==> config.mk <==
export PLATFORM = sky130hd
export DESIGN_NAME = pso_axis
export DESIGN_NICKNAME = d
export VERILOG_FILES = /design/src/design/pso_axis.sv
export SDC_FILE = /design/constraint.sdc
export NUM_CORES = 2
export LEC_CHECK = 0
export BUFFER_PORTS_ARGS = -buffer_cell sky130_fd_sc_hd__buf_2
export CAP_MARGIN = 40
export CORE_MARGIN = 1
export CORE_UTILIZATION = 55
export DETAILED_ROUTE_END_ITERATION = 10
export PLACE_DENSITY_LB_ADDON = 0.08
export SLEW_MARGIN = 30
export SYNTH_ARGS = -nofsm -noshare
export SYNTH_HDL_FRONTEND = slang
export SYNTH_SLANG_ARGS = --single-unit
==> constraint.sdc <==
create_clock -name clk -period 10.9 [get_ports clk]
set_input_delay 2.18 -clock clk [delete_from_list [all_inputs] [get_ports clk]]
set_output_delay 2.18 -clock clk [all_outputs]
set_load 0.005 [all_outputs]
==> src/design/pso_axis.sv <==
module pso_axis (
    input  logic              clk,
    input  logic              en,
    input  logic [15:0]       w,
    input  logic [7:0]        vel,
    input  logic [7:0]        pos,
    input  logic [7:0]        pb,
    input  logic [7:0]        gb,
    input  logic [31:0]       sprod,
    input  logic [31:0]       cprod,
    input  logic [6:0]        lim,
    output logic [7:0]        vel_out
);

    logic signed [24:0] wv_reg;
    logic signed [41:0] ts_reg;
    logic signed [41:0] tc_reg;
    logic signed [43:0] sum_reg;
    logic [7:0]         vel_reg;

    logic signed [8:0]  dpb;
    logic signed [8:0]  dgb;
    logic signed [43:0] sum_next;
    logic [43:0]        mag;
    logic [13:0]        whole;
    logic [7:0]         vel_next;

    assign dpb = $signed({1'b0, pb}) - $signed({1'b0, pos});
    assign dgb = $signed({1'b0, gb}) - $signed({1'b0, pos});

    // Sum in Q.30: inertia term shifted up to match the random-weighted terms
    assign sum_next = (44'(wv_reg) <<< 16) + 44'(ts_reg) + 44'(tc_reg);

    // Truncate toward zero by magnitude, then saturate to the speed limit
    always_comb
    begin
        mag   = sum_reg[43] ? (44'd0 - sum_reg) : sum_reg;
        whole = mag[43:30];
        if (whole > {7'd0, lim})
        begin
            whole = {7'd0, lim};
        end
        vel_next = sum_reg[43] ? (8'd0 - whole[7:0]) : whole[7:0];
    end

    always_ff @(posedge clk)
    begin
        if (en)
        begin
            wv_reg  <= $signed({1'b0, w}) * $signed(vel);
            ts_reg  <= $signed({1'b0, sprod}) * dpb;
            tc_reg  <= $signed({1'b0, cprod}) * dgb;
            sum_reg <= sum_next;
            vel_reg <= vel_next;
        end
    end

    assign vel_out = vel_reg;

endmodule

# Word level (Yosys, flattened, before mapping)
# Cells that the tools add are included.
[totals]
elab_cells = 18
input_bits = 121
reg_bits = 161
out_inout_bits = 8
[classes]
multipliers = 3
mux = 3
n_lt_le_gt_ge = 1
addsub = 6
[op_table]
columns = ["cell", "n"]
rows = [
  ["$mul 33x9->42", 2],
  ["$add 43x42->44", 1],
  ["$mux 44", 1],
  ["$sub 1x44->44 const A", 1],
  ["$add 41x42->43", 1],
  ["$mul 17x8->25", 1],
  ["$sub 8x8->9", 2],
  ["$mux 8", 2],
  ["$gt 14x7->1", 1],
  ["$sub 1x8->8 const A", 1],
]

# Longest topological paths before layout
[depth]
ltp_word = 6
mapped_depth = 33
ltp_nobuf = 32

# Worst setup path before layout
# No wires, ideal clock.
[synth_path]
kind = "input -> register"
from = "input port pos[1]"
to = "register ts_reg[40], data pin"
path_buffers = 1
t_required_ns = 10.634
stages = 31
path_slack_ns = 2.004
t_arrival_ns = 8.630
setup_ns = 0.266
cell_sequence = "inv_1 ha_1 nor2b_1 o21ai_0 nand2b_1 a21o_1 a21o_1 a21o_1 a21oi_1 xnor2_1 clkbuf_1 nand2_1 fa_1 fa_1 inv_1 fa_1 fa_1 inv_1 fa_1 inv_1 ha_1 o21ai_0 nor2_1 a211oi_1 nor3_1 o21ai_0 a311oi_1 o21ai_0 o21ai_0 o41ai_1 xnor2_1"
[synth_between]
elab_chain_len = 2
[synth_rtl]
columns = ["item", "line", "source"]
rows = [
  ["start: declaration", "6", "input logic [7:0] pos,"],
  ["$sub 8x8->9", "28", "assign dpb = $signed({1'b0, pb}) - $signed({1'b0, pos});"],
  ["$mul 33x9->42", "51", "ts_reg <= $signed({1'b0, sprod}) * dpb;"],
  ["end signal: assignment", "51", ""],
  ["end: declaration", "16", "logic signed [41:0] ts_reg;"],
]
# Every way passes these cells.
# A chain may end at the register's enable or synchronous reset.

# Final worst setup path
[layout_path]
from = "input port pos[1]"
to = "register ts_reg[39], data pin"
# Same word-level chain as after synthesis.

==> results by group <==
Outcome
  – Status: finished, final reports clean

Clocking
  – Worst-path clk slew: 0.08 ns
  – CTS sink count: 161
  – Number of CTS-inserted buffers: 17
  – Root Driver: clkbuf_16
  – Cts repair resizes: 0
  – H-Tree Depth: 4
  – CTS max path bufs: 2
  – Hold Buf Count CTS: 0
  – CTS tree: yes
  – Worst-Skew Late Latency: ~0.45 ns
  – Post-CTS setup buffer count: 0

Critical path
  – WP data required: 11.11 ns
  – Crit Path Max Fanout: 32
  – Worst r2r src: sum_reg[14]
  – Crit path capture type: flop
  – CP max-delay cell: o21ai_0
  – Most frequent CP cell: fa_1
  – Crit path launch type: primary input
  – CP peak stage delay: 0.55 ns
  – Buf/Inv on CP: 6
  – CP startpoint: pos[1]
  – Worst path arrival time: 9.71 ns
  – Setup CP Type: primary input to flop
  – FF-to-FF setup slack: 5.93 ns
  – Worst path top cell family by delay: adder cells

GRT
  – First-pass GRT wire length: 116000 um
  – Total GRT Usage: 0.254
  – Vias in the first global route: 23000
  – Total gr overflow: 0
  – Largest net degree at the start of global routing: 85
  – Initial antenna violation count: 0

Layout
  – Share of cells above drive strength 1: 0.0665
  – Max reg flops: 44
  – N_diodes: 0
  – Fin nets: between 4000 and 5000
  – Area grow syn2layout: 7.08%
  – Sequential cell area: 0.00483 mm2
  – Fillers: about 4800
  – Multi-input gate area: approximately 0.024 mm2

Route
  – Total number of vias: 21800
  – DR pass1 iterations: 5
  – ANT nets after route: 0
  – DRC viols: 0
  – Post-Route WL: 67900 um
  – DRC marker count from the first detailed-route iteration: slightly below 1000
  – Routed length per instance: 17.2 um
  – Drt via density: ~5.5

Synth
  – Top post-synthesis cells by area: fa_1 35%, edfxtp_1 16%, ha_1 14%, and2_1 7.2%, inv_1 4.9%
  – Unique cell type count in the Yosys netlist: 57
  – Mapped cell area: 0.0310 mm2
  – Fraction of registers with async set/reset: 0
  – EDFF count, synth: 161
  – Yosys top cell area share: 0.347
  – Syn nets: 4098
  – Post-synth top area cell: fa_1
  – Commonest register cell after synthesis: edfxtp_1
  – Syn. warnings: 0
  – Synthesis-stage register bit count: 161
  – Syn Area/Cell: 10.0 um2
  – Seq/Total Area, Yosys: 0.156
  – Cell count after synthesis: 3097

Placement
  – HPWL Detailed: ~56000 um
  – GPL Wtd Cong: 0.888
  – Port Buffer Count: 128

STA
  – Least-Margin Pin Slew: 0.767 ns
  – Final worst path period share: 0.872
  – Final number of hold-violating endpoints: 0
  – Max Clk Rate: 105 MHz
  – Clock Skew: 0.0297 ns
  – Fin Setup TNS: 0 ns
  – Min Tclk post-route: about 9.5 ns
  – Max Slew Vio Count: 0
  – Final setup violation count: 0
  – RSZ-0062 raised after global routing: false
  – Max transition margin: 0.482

Floorplan
  – # IOs: ~130
  – Horiz. Die Dim: between 200 and 250 um
  – Die height: 239 um
  – Initial Util: 0.560
  – Die area: 0.0572 mm2
  – Num rows: 86
  – Core area: around 0.055 mm2

Flow run
  – Max-cap violations: 0

Hold path
  – Worst hold start: tc_reg[0]
  – HP Class: flop to flop
-- final cells by class --
class / instances / area share
timing repair buffer: 149 / 0.0250
tap: 748 / 0.0282
clock buffer: 19 / 0.0131
inverter: 402 / 0.0455
clock inverter: 13 / 0.00547
sequential: 161 / 0.146
multi-input combinational: 2460 / 0.737
-- kinds of logic after synthesis --
logic type / share of synthesized area
simple gates: 0.180
compound gates: 0.0777
mux: 0.000848
xor+xnor: 0.0413
fa+ha+maj: 0.486
flops: 0.156
buf+inv: 0.0581
-- synth_stat cells, drive strengths merged, types with 14 or more instances --
cell type / count
fa: 536
inv: 402
and2: 358
ha: 344
nand2: 212
edfxtp: 161
nor2: 154
nand2b: 153
a21oi: 136
xnor2: 107
o21ai: 75
clkbuf: 65
a21o: 52
xor2: 39
nand3: 35
nor2b: 33
nor3: 29
o21bai: 26
o21a: 20
a211oi: 17
nor4: 15
or2: 14
-- layout by cell type (no fill, tap or decap), types with 5 or more instances in the layout --
cell type	instances
xnor2_1	102
o41ai_1	5
nand3_1	35
or2_2	14
fa_1	535
buf_2	127
a21o_1	52
o21bai_1	26
nor3_1	28
o21a_1	20
a21oi_1	136
a211oi_1	17
and2_1	358
nor2b_1	33
xnor2_2	5
xor2_1	32
edfxtp_1	161
a31oi_1	8
buf_4	19
clkbuf_16	17
and3_1	12
o31ai_1	9
nor2_1	154
o31a_1	5
o21ai_0	75
nand2b_1	153
ha_1	344
nor4_1	15
inv_1	402
xor2_2	6
nand2_1	212
o211ai_1	8
nand4_1	8
or3_1	7
-- per-layer routing --
layer | routed length [um] | up-vias | share of wire | global-route usage
li1 | - | 10200 | - | -
met1 | 31800 | 11100 | 0.47 | 0.370
met2 | 32800 | 466 | 0.48 | 0.417
met3 | 2640 | 42 | 0.039 | 0.0216
met4 | 663 | 0 | 0.0098 | 0.0474
met5 | 0 | - | 0 | 0
-- per-stage QoR --
| step | hold WS [ns] | utilization | instances | worst slack, ns | area, um2 |
|---|---|---|---|---|---|
| final | 0.603 | 0.599 | 3952 | 1.40 | 33200 |
| after global routing | 0.610 | 0.599 | 3952 | 0.967 | 33200 |
| after CTS | 0.613 | 0.599 | 3952 | 1.34 | 33200 |
| after detailed placement | 0.595 | 0.588 | 3920 | 0.864 | 32500 |
| after global placement | 0.585 | 0.588 | 3918 | 0.976 | 32500 |
| after floorplan | 0.513 | - | 3097 | 2.00 | 31000 |
-- final timing paths --
path,depth (start not counted),end
worst max-delay path,31,ts_reg[39]
worst min-delay path,1,sum_reg[0]
worst max register to register,20,vel_out[6]
worst min register to register,1,sum_reg[0]
-- worst register-to-register path: cells and delay by family (launching register included) --
kind	cells	cell delay, ns
AOI/OAI and AO/OA	9	2.04
xor gates and xnor gates	2	0.36
adders and majority gates	2	0.56
buffers and inverters	1	0.08
DFF	1	0.36
and+or+nand+nor	6	1.35
Power is left out: the tool's default activity adds up to more than one toggle a clock period on the data nets, which glitch-free logic cannot reach.
