File: src/design/pso_pkg.sv
package pso_pkg;

    // Map geometry defaults
    localparam int MAP_WIDTH_DEF  = 256;
    localparam int MAP_HEIGHT_DEF = 256;

    // Divider: quotient bits kept before saturation, plus the range check stage
    localparam int DIV_QBITS = 17;
    localparam int DIV_LAT   = DIV_QBITS + 1;

    // Axis velocity unit depth
    localparam int AX_LAT = 3;

    // Register reset values
    localparam logic [15:0] INERTIA_MIN_RST = 16'd6554;
    localparam logic [15:0] INERTIA_MAX_RST = 16'd14746;
    localparam logic [15:0] SOCIAL_RST      = 16'd16384;
    localparam logic [15:0] COGNITIVE_RST   = 16'd16384;
    localparam logic [6:0]  SPEED_RST       = 7'd40;
    localparam logic [7:0]  LETHAL_RST      = 8'd253;

    typedef enum logic [2:0] {
        REG_INERTIA_MIN  = 3'd0,
        REG_INERTIA_MAX  = 3'd1,
        REG_SOCIAL       = 3'd2,
        REG_COGNITIVE    = 3'd3,
        REG_SPEED_LIMIT  = 3'd4,
        REG_LETHAL       = 3'd5,
        REG_FIT_AVERAGE  = 3'd6,
        REG_FIT_BEST     = 3'd7
    } cfg_idx_t;

    typedef enum logic {
        OP_UPDATE = 1'b0,
        OP_LOAD   = 1'b1
    } op_t;

    // Inertia weight source
    typedef enum logic [1:0] {
        SEL_MAX   = 2'd0,
        SEL_MIN   = 2'd1,
        SEL_BLEND = 2'd2
    } wsel_t;

    // Item fields that ride alongside the divider and the velocity units
    typedef struct packed {
        op_t         op;
        logic [7:0]  px;
        logic [7:0]  py;
        logic [7:0]  vx;
        logic [7:0]  vy;
        logic [7:0]  pbx;
        logic [7:0]  pby;
        logic [7:0]  gbx;
        logic [7:0]  gby;
        logic [31:0] sprod;
        logic [31:0] cprod;
        logic [7:0]  cost;
    } item_t;

    typedef struct packed {
        wsel_t sel;
        logic  dneg;
    } wctl_t;

endpackage

File: src/design/pso_div.sv
module pso_div (
    input  logic                             clk,
    input  logic                             en,
    input  logic [47:0]                      num,
    input  logic [31:0]                      den,
    output logic [pso_pkg::DIV_QBITS-1:0]    quo,
    output logic                             ovf
);

    localparam int QB = pso_pkg::DIV_QBITS;
    localparam int RW = 48 + 1;

    logic [RW-1:0] rem_reg [0:QB];
    logic [31:0]   den_reg [0:QB];
    logic [QB-1:0] q_reg   [0:QB];
    logic          ovf_reg [0:QB];

    // Range check: quotient at or above 2^QB saturates downstream
    always_ff @(posedge clk)
    begin
        if (en)
        begin
            rem_reg[0] <= {1'b0, num};
            den_reg[0] <= den;
            q_reg[0]   <= '0;
            ovf_reg[0] <= ({1'b0, num} >= {den, {QB{1'b0}}});
        end
    end

    // One quotient bit per stage, most significant first
    for (genvar j = 1; j <= QB; j++)
    begin : g_step
        localparam int B = QB - j;
        logic [RW-1:0] trial;
        logic          ge;

        assign trial = RW'(den_reg[j-1]) << B;
        assign ge    = rem_reg[j-1] >= trial;

        always_ff @(posedge clk)
        begin
            if (en)
            begin
                rem_reg[j] <= ge ? (rem_reg[j-1] - trial) : rem_reg[j-1];
                den_reg[j] <= den_reg[j-1];
                q_reg[j]   <= q_reg[j-1] | (QB'(ge) << B);
                ovf_reg[j] <= ovf_reg[j-1];
            end
        end
    end

    assign quo = q_reg[QB];
    assign ovf = ovf_reg[QB];

endmodule

File: config.mk
export PLATFORM = sky130hd
export DESIGN_NAME = pso_div
export DESIGN_NICKNAME = d
export VERILOG_FILES = /design/src/design/pso_pkg.sv /design/src/design/pso_div.sv
export SDC_FILE = /design/constraint.sdc
export NUM_CORES = 2
export LEC_CHECK = 0
export BUFFER_PORTS_ARGS = -buffer_cell sky130_fd_sc_hd__buf_2
export CAP_MARGIN = 25
export CORE_MARGIN = 2
export CORE_UTILIZATION = 25
export DETAILED_ROUTE_END_ITERATION = 12
export PLACE_DENSITY_LB_ADDON = 0.2
export SLEW_MARGIN = 30
export SYNTH_ARGS = -nofsm -noshare
export SYNTH_HDL_FRONTEND = slang
export SYNTH_SLANG_ARGS = --single-unit
File: constraint.sdc
create_clock -name clk -period 7.41 [get_ports clk]
set_clock_uncertainty 0.05 [all_clocks]
set_input_delay 0.741 -clock clk [delete_from_list [all_inputs] [get_ports clk]]
set_output_delay 0.741 -clock clk [all_outputs]
set_load 0.05 [all_outputs]
# [Word-level counts from Yosys, hierarchy flattened]
# Memories as Yosys holds them, arrays and structs flattened.
# Cells that the tools add are included.
[word_totals] input_bits=82 out_inout_bits=18 mem_bits_rw=1782 register_bits=0 memories=4
[op_classes] n_addsub=17 mux=19 magnitude_cmp=18 n_bitwise=17
[memory_table] name="rem_reg" words=18 word_bits=49 rd=17 rd_ports_with_merged_regs=0 write_ports=18 line="pso_div.sv:13" rtl="logic [RW-1:0] rem_reg [0:QB];"
[memory_table] name="den_reg" words=18 word_bits=32 rd=17 rd_ports_with_merged_regs=0 write_ports=18 line="pso_div.sv:14" rtl="logic [31:0] den_reg [0:QB];"
[memory_table] name="q_reg" words=18 word_bits=17 rd=18 rd_ports_with_merged_regs=0 write_ports=18 line="pso_div.sv:15" rtl="logic [QB-1:0] q_reg [0:QB];"
[memory_table] name="ovf_reg" words=18 word_bits=1 rd=18 rd_ports_with_merged_regs=0 write_ports=18 line="pso_div.sv:16" rtl="logic ovf_reg [0:QB];"
[op_table] operator="$mux 49" count=17
[op_table] operator="$ge 48x49->1" count=1
[op_table] operator="$ge 49x32->1" count=1
[op_table] operator="$ge 49x33->1" count=1
[op_table] operator="$ge 49x34->1" count=1
[op_table] operator="$ge 49x35->1" count=1
[op_table] operator="$ge 49x36->1" count=1
[op_table] operator="$ge 49x37->1" count=1
[op_table] operator="$ge 49x38->1" count=1
[op_table] operator="$ge 49x39->1" count=1
[op_table] operator="$ge 49x40->1" count=1
[op_table] operator="$ge 49x41->1" count=1
[op_table] operator="$ge 49x42->1" count=1
[op_table] operator="$ge 49x43->1" count=1
[op_table] operator="$ge 49x44->1" count=1
[op_table] operator="$ge 49x45->1" count=1
[op_table] operator="$ge 49x46->1" count=1
[op_table] operator="$ge 49x47->1" count=1
[op_table] operator="$ge 49x48->1" count=1
[op_table] operator="$sub 49x32->49" count=1
[op_table] operator="$sub 49x33->49" count=1
[op_table] operator="$sub 49x34->49" count=1
[op_table] operator="$sub 49x35->49" count=1
[op_table] operator="$sub 49x36->49" count=1
[op_table] operator="other kinds (30)" count=31

# [Longest topological paths before layout]
# An unclocked memory read counts as a cell.
[logic_depth] word_depth=3 mapped_depth=16

# [Least setup slack after synthesis]
# Ideal clock, no wire load.
[synth_timing] path_kind="register -> register" startpoint="mem rem_reg[15][1] in the netlist's numbering" endpoint="mem rem_reg[16][14] in the netlist's numbering, data pin" path_stages_with_launch=15 arrival_ns=3.453 n_path_buf=2 slack_ns=3.647 setup_time_ns=0.260 required_time_ns=7.100 cell_sequence="edfxtp_1 -> inv_1 -> ha_1 -> inv_1 -> fa_1 -> a211oi_1 -> o211ai_2 -> a211oi_1 -> o21a_1 -> o41ai_4 -> a31o_4 -> a21oi_2 -> clkbuf_1 -> buf_2 -> mux2_2"
[synth_rtl] item="start: declaration" line="pso_div.sv:13"

==> metrics.txt <==
Power Dens Cells 379.7 mW/mm²; drt pass-1 iters 6; die area 0.3480 mm²; Max Fanout on Critical Path 4; synthesized instance count 7775; Pins Over Slew Limit 0; largest family of logic cells by synthesized area compound AO/OA/AOI/OAI gates; Overall Global Routing Usage 12.21%; RSZ-0062 raised after global routing false; DP HPWL 165200 µm; Setup crit end kind flip-flop; compound-cell area share of the yosys netlist 14.93%; Seq/Total Area, Yosys 54.13%; share of layout cells above drive strength 1 6.945%; worst setup margin 2398 ps; routability cong. 0.9234; Final setup viols 0; vias in the first global route 60620; dpl ws 2544 ps; Chip Width 589.9 µm; ys flop type edfxtp_1; worst-margin pin slew 965.1 ps; Req. time, crit path 7910 ps; status finished, final reports clean; post-synthesis simple-gate area fraction 11.14%; Max-Cap Viols 0; IO Pins 100; final hold vios 0; DRT iter0 DRCs 2656; crit-path most repeated cell a2111oi_0; initial antenna violation count 4; Routed WL 216200 µm; Syn Area/Cell 11.04 µm²; Post-Synth XOR/XNOR Area 5.756%; commonest non-fill, non-tap cells in the layout edfxtp_1 (1547), inv_1 (712), a21oi_1 (678); Setup TNS Final 0 ps; Power Total 37.31 mW; max incr delay on CP 790 ps; Vias 57850; CTS buffer count 187; first-pass GRT wire length 337800 µm; CTS tree built; crit path DAT 5510 ps; final critical-path share of the clock period 67.63%; Initial Util 25.06%; asr flop ratio synth 0%; reg2reg end rem_reg[6][45]; Worst R2R Setup Slack 2400 ps; worst flop-to-flop path startpoint den_reg[5][0]; clock tree buffer depth 4; Root Buffer clkbuf_16; Antenna Violating Nets Remaining 0; FF/Latch Area 0.04645 mm²; Worst path slowest cell o31ai_1; slew margin rel. 35.66%; Hold Path Cell Cnt 1; syn nets 8448; H-tree level count 4; CP top delay family compound AO/OA/AOI/OAI gates; EDFF count, synth 1547; Clock Sinks 1547; DRC errors left 0; FILL cells 34790; Unique masters post-synth 96; Largest register FFs 832; setup bufs post-CTS 0; GRT overflow 0; footprint of the multi-input gates 0.03591 mm²; critical-path cell list ha_1, fa_1, nand2b_1, a2111oi_0, nor2_1, o21ai_0, a22oi_1, o31ai_1, a2111oi_0, nor3_1, nor4_1, xor2_1; Fmax 199.5 MHz; Reg2Reg Depth 12; worst hold path type in -> reg; Adder-Cell Fraction of Synth Area 8.757%; post-synthesis mux area share 1.088%; input/output buffers 99; most common cell after layout, fill and taps aside edfxtp_1; Synth warnings 0; vias per cell 4.573; WHS Endpoint den_reg[0][29]; Chip Height 589.9 µm; hold_sp en; leakage power 37.58 nW; worst setup path class reg -> reg; Core ar. 0.3424 mm²; Post-Syn Area 0.08582 mm²; clk_lat worst skew 860 ps; fin nets 8627; Max IR drop VDD 183.8 µV; Seq cells post-synth 1547; min Tclk post-route 5012 ps; largest net degree at the start of global routing 163; Area Growth Syn to Fin 14.51%; CP bufs+invs 0; Worst-path clk slew 60 ps; # rows 215; crit start category flip-flop; drt wl/cell 17.09 µm
-- Yosys cell counts (22+ instances only) --
cell type	n	area share (%)
nor4_1	90	0.66
a21oi_1	680	4.0
or4_1	22	0.19
nand4_1	141	1.0
o21bai_1	66	0.58
nor3_1	106	0.62
ha_1	575	8.4
and3_1	43	0.31
a211oi_1	62	0.54
o211ai_1	32	0.28
a31oi_1	73	0.53
nor2b_1	61	0.44
nand2_1	583	2.6
mux2_2	82	1.1
o21a_1	85	0.74
o21ai_0	511	3.0
buf_1	23	0.10
and2_1	22	0.16
xor2_1	250	2.6
xnor2_1	314	3.2
nand2b_1	85	0.62
inv_1	712	3.1
nor2_1	534	2.3
edfxtp_1	1547	54
o31ai_1	54	0.47
a21boi_0	23	0.20
o31a_1	22	0.22
clkbuf_1	187	0.82
a21o_1	278	2.4
or2_2	30	0.22
nand3_1	113	0.66
or3_1	45	0.33
-- where the power goes --
part           switching (mW)  internal (mW)  leakage, nW
Clock                    3.63           5.15         2.81
Sequential               1.27           12.5         15.0
Combinational            8.70           6.11         19.8
Total                    13.6           23.7         37.6
-- area by class of cell --
type                       instances  share of cell area, %
sequential                      1547                  47.27
multi-input combinational       5280                  36.55
tap                             4557                  5.802
clock buffer                     229                  5.031
inverter                         715                  2.731
timing repair buffer             223                  1.798
clock inverter                    98                 0.8162
antenna                            1               0.002547
-- timing repair --
| action | 4_1_cts | 5_1_grt |
|---|---|---|
| resized for setup | 0 | 0 |
| hold buffers | 80 | 0 |
| hold endpoints to repair | 80 | 0 |
-- routing by layer --
| metal | part of all wire, % | up-vias | global-route usage, % |
|---|---|---|---|
| met5 | 0 | - | 0 |
| met2 | 52 | 1182 | 23.22 |
| met1 | 39 | 27080 | 12.63 |
| li1 | - | 28990 | - |
| met4 | 6.5 | 0 | 7.471 |
| met3 | 2.8 | 596 | 1.592 |
-- worst max-delay path by stage --
stage	slack [ps]	cells past startpoint	start	to
after floorplan	3650	14	rem_reg[15][1]	rem_reg[16][14]
final	2400	12	den_reg[5][0]	rem_reg[6][45]
after global routing	2210	12	den_reg[5][0]	rem_reg[6][43]
after global placement	2450	13	rem_reg[5][11]	rem_reg[6][45]
after detailed placement	2540	12	den_reg[5][0]	rem_reg[6][45]
after CTS	2450	12	den_reg[5][0]	rem_reg[6][45]
-- per-stage QoR --
stage	hold slack [ps]	util [%]	instance area, µm²	cells
after global routing	205.0	28.69	98260	12650
after CTS	188.5	28.69	98260	12650
after global placement	351.6	26.78	91700	12240
after detailed placement	354.5	26.78	91720	12240
final	205.1	28.70	98270	12650
after floorplan	350.3	-	85820	7775
-- logic make-up (layout without fill, tap and decap cells) --
family / Yosys count / after routing
AOI/OAI and AO/OA: 2068 / 2068
xor gates and xnor gates: 564 / 564
adders and majority gates: 591 / 591
buffers and inverters: 948 / 1265
DFF: 1547 / 1547
muxes: 83 / 83
other: 0 / 1
and+or+nand+nor: 1974 / 1974
(Power assumes the default switching activity.)
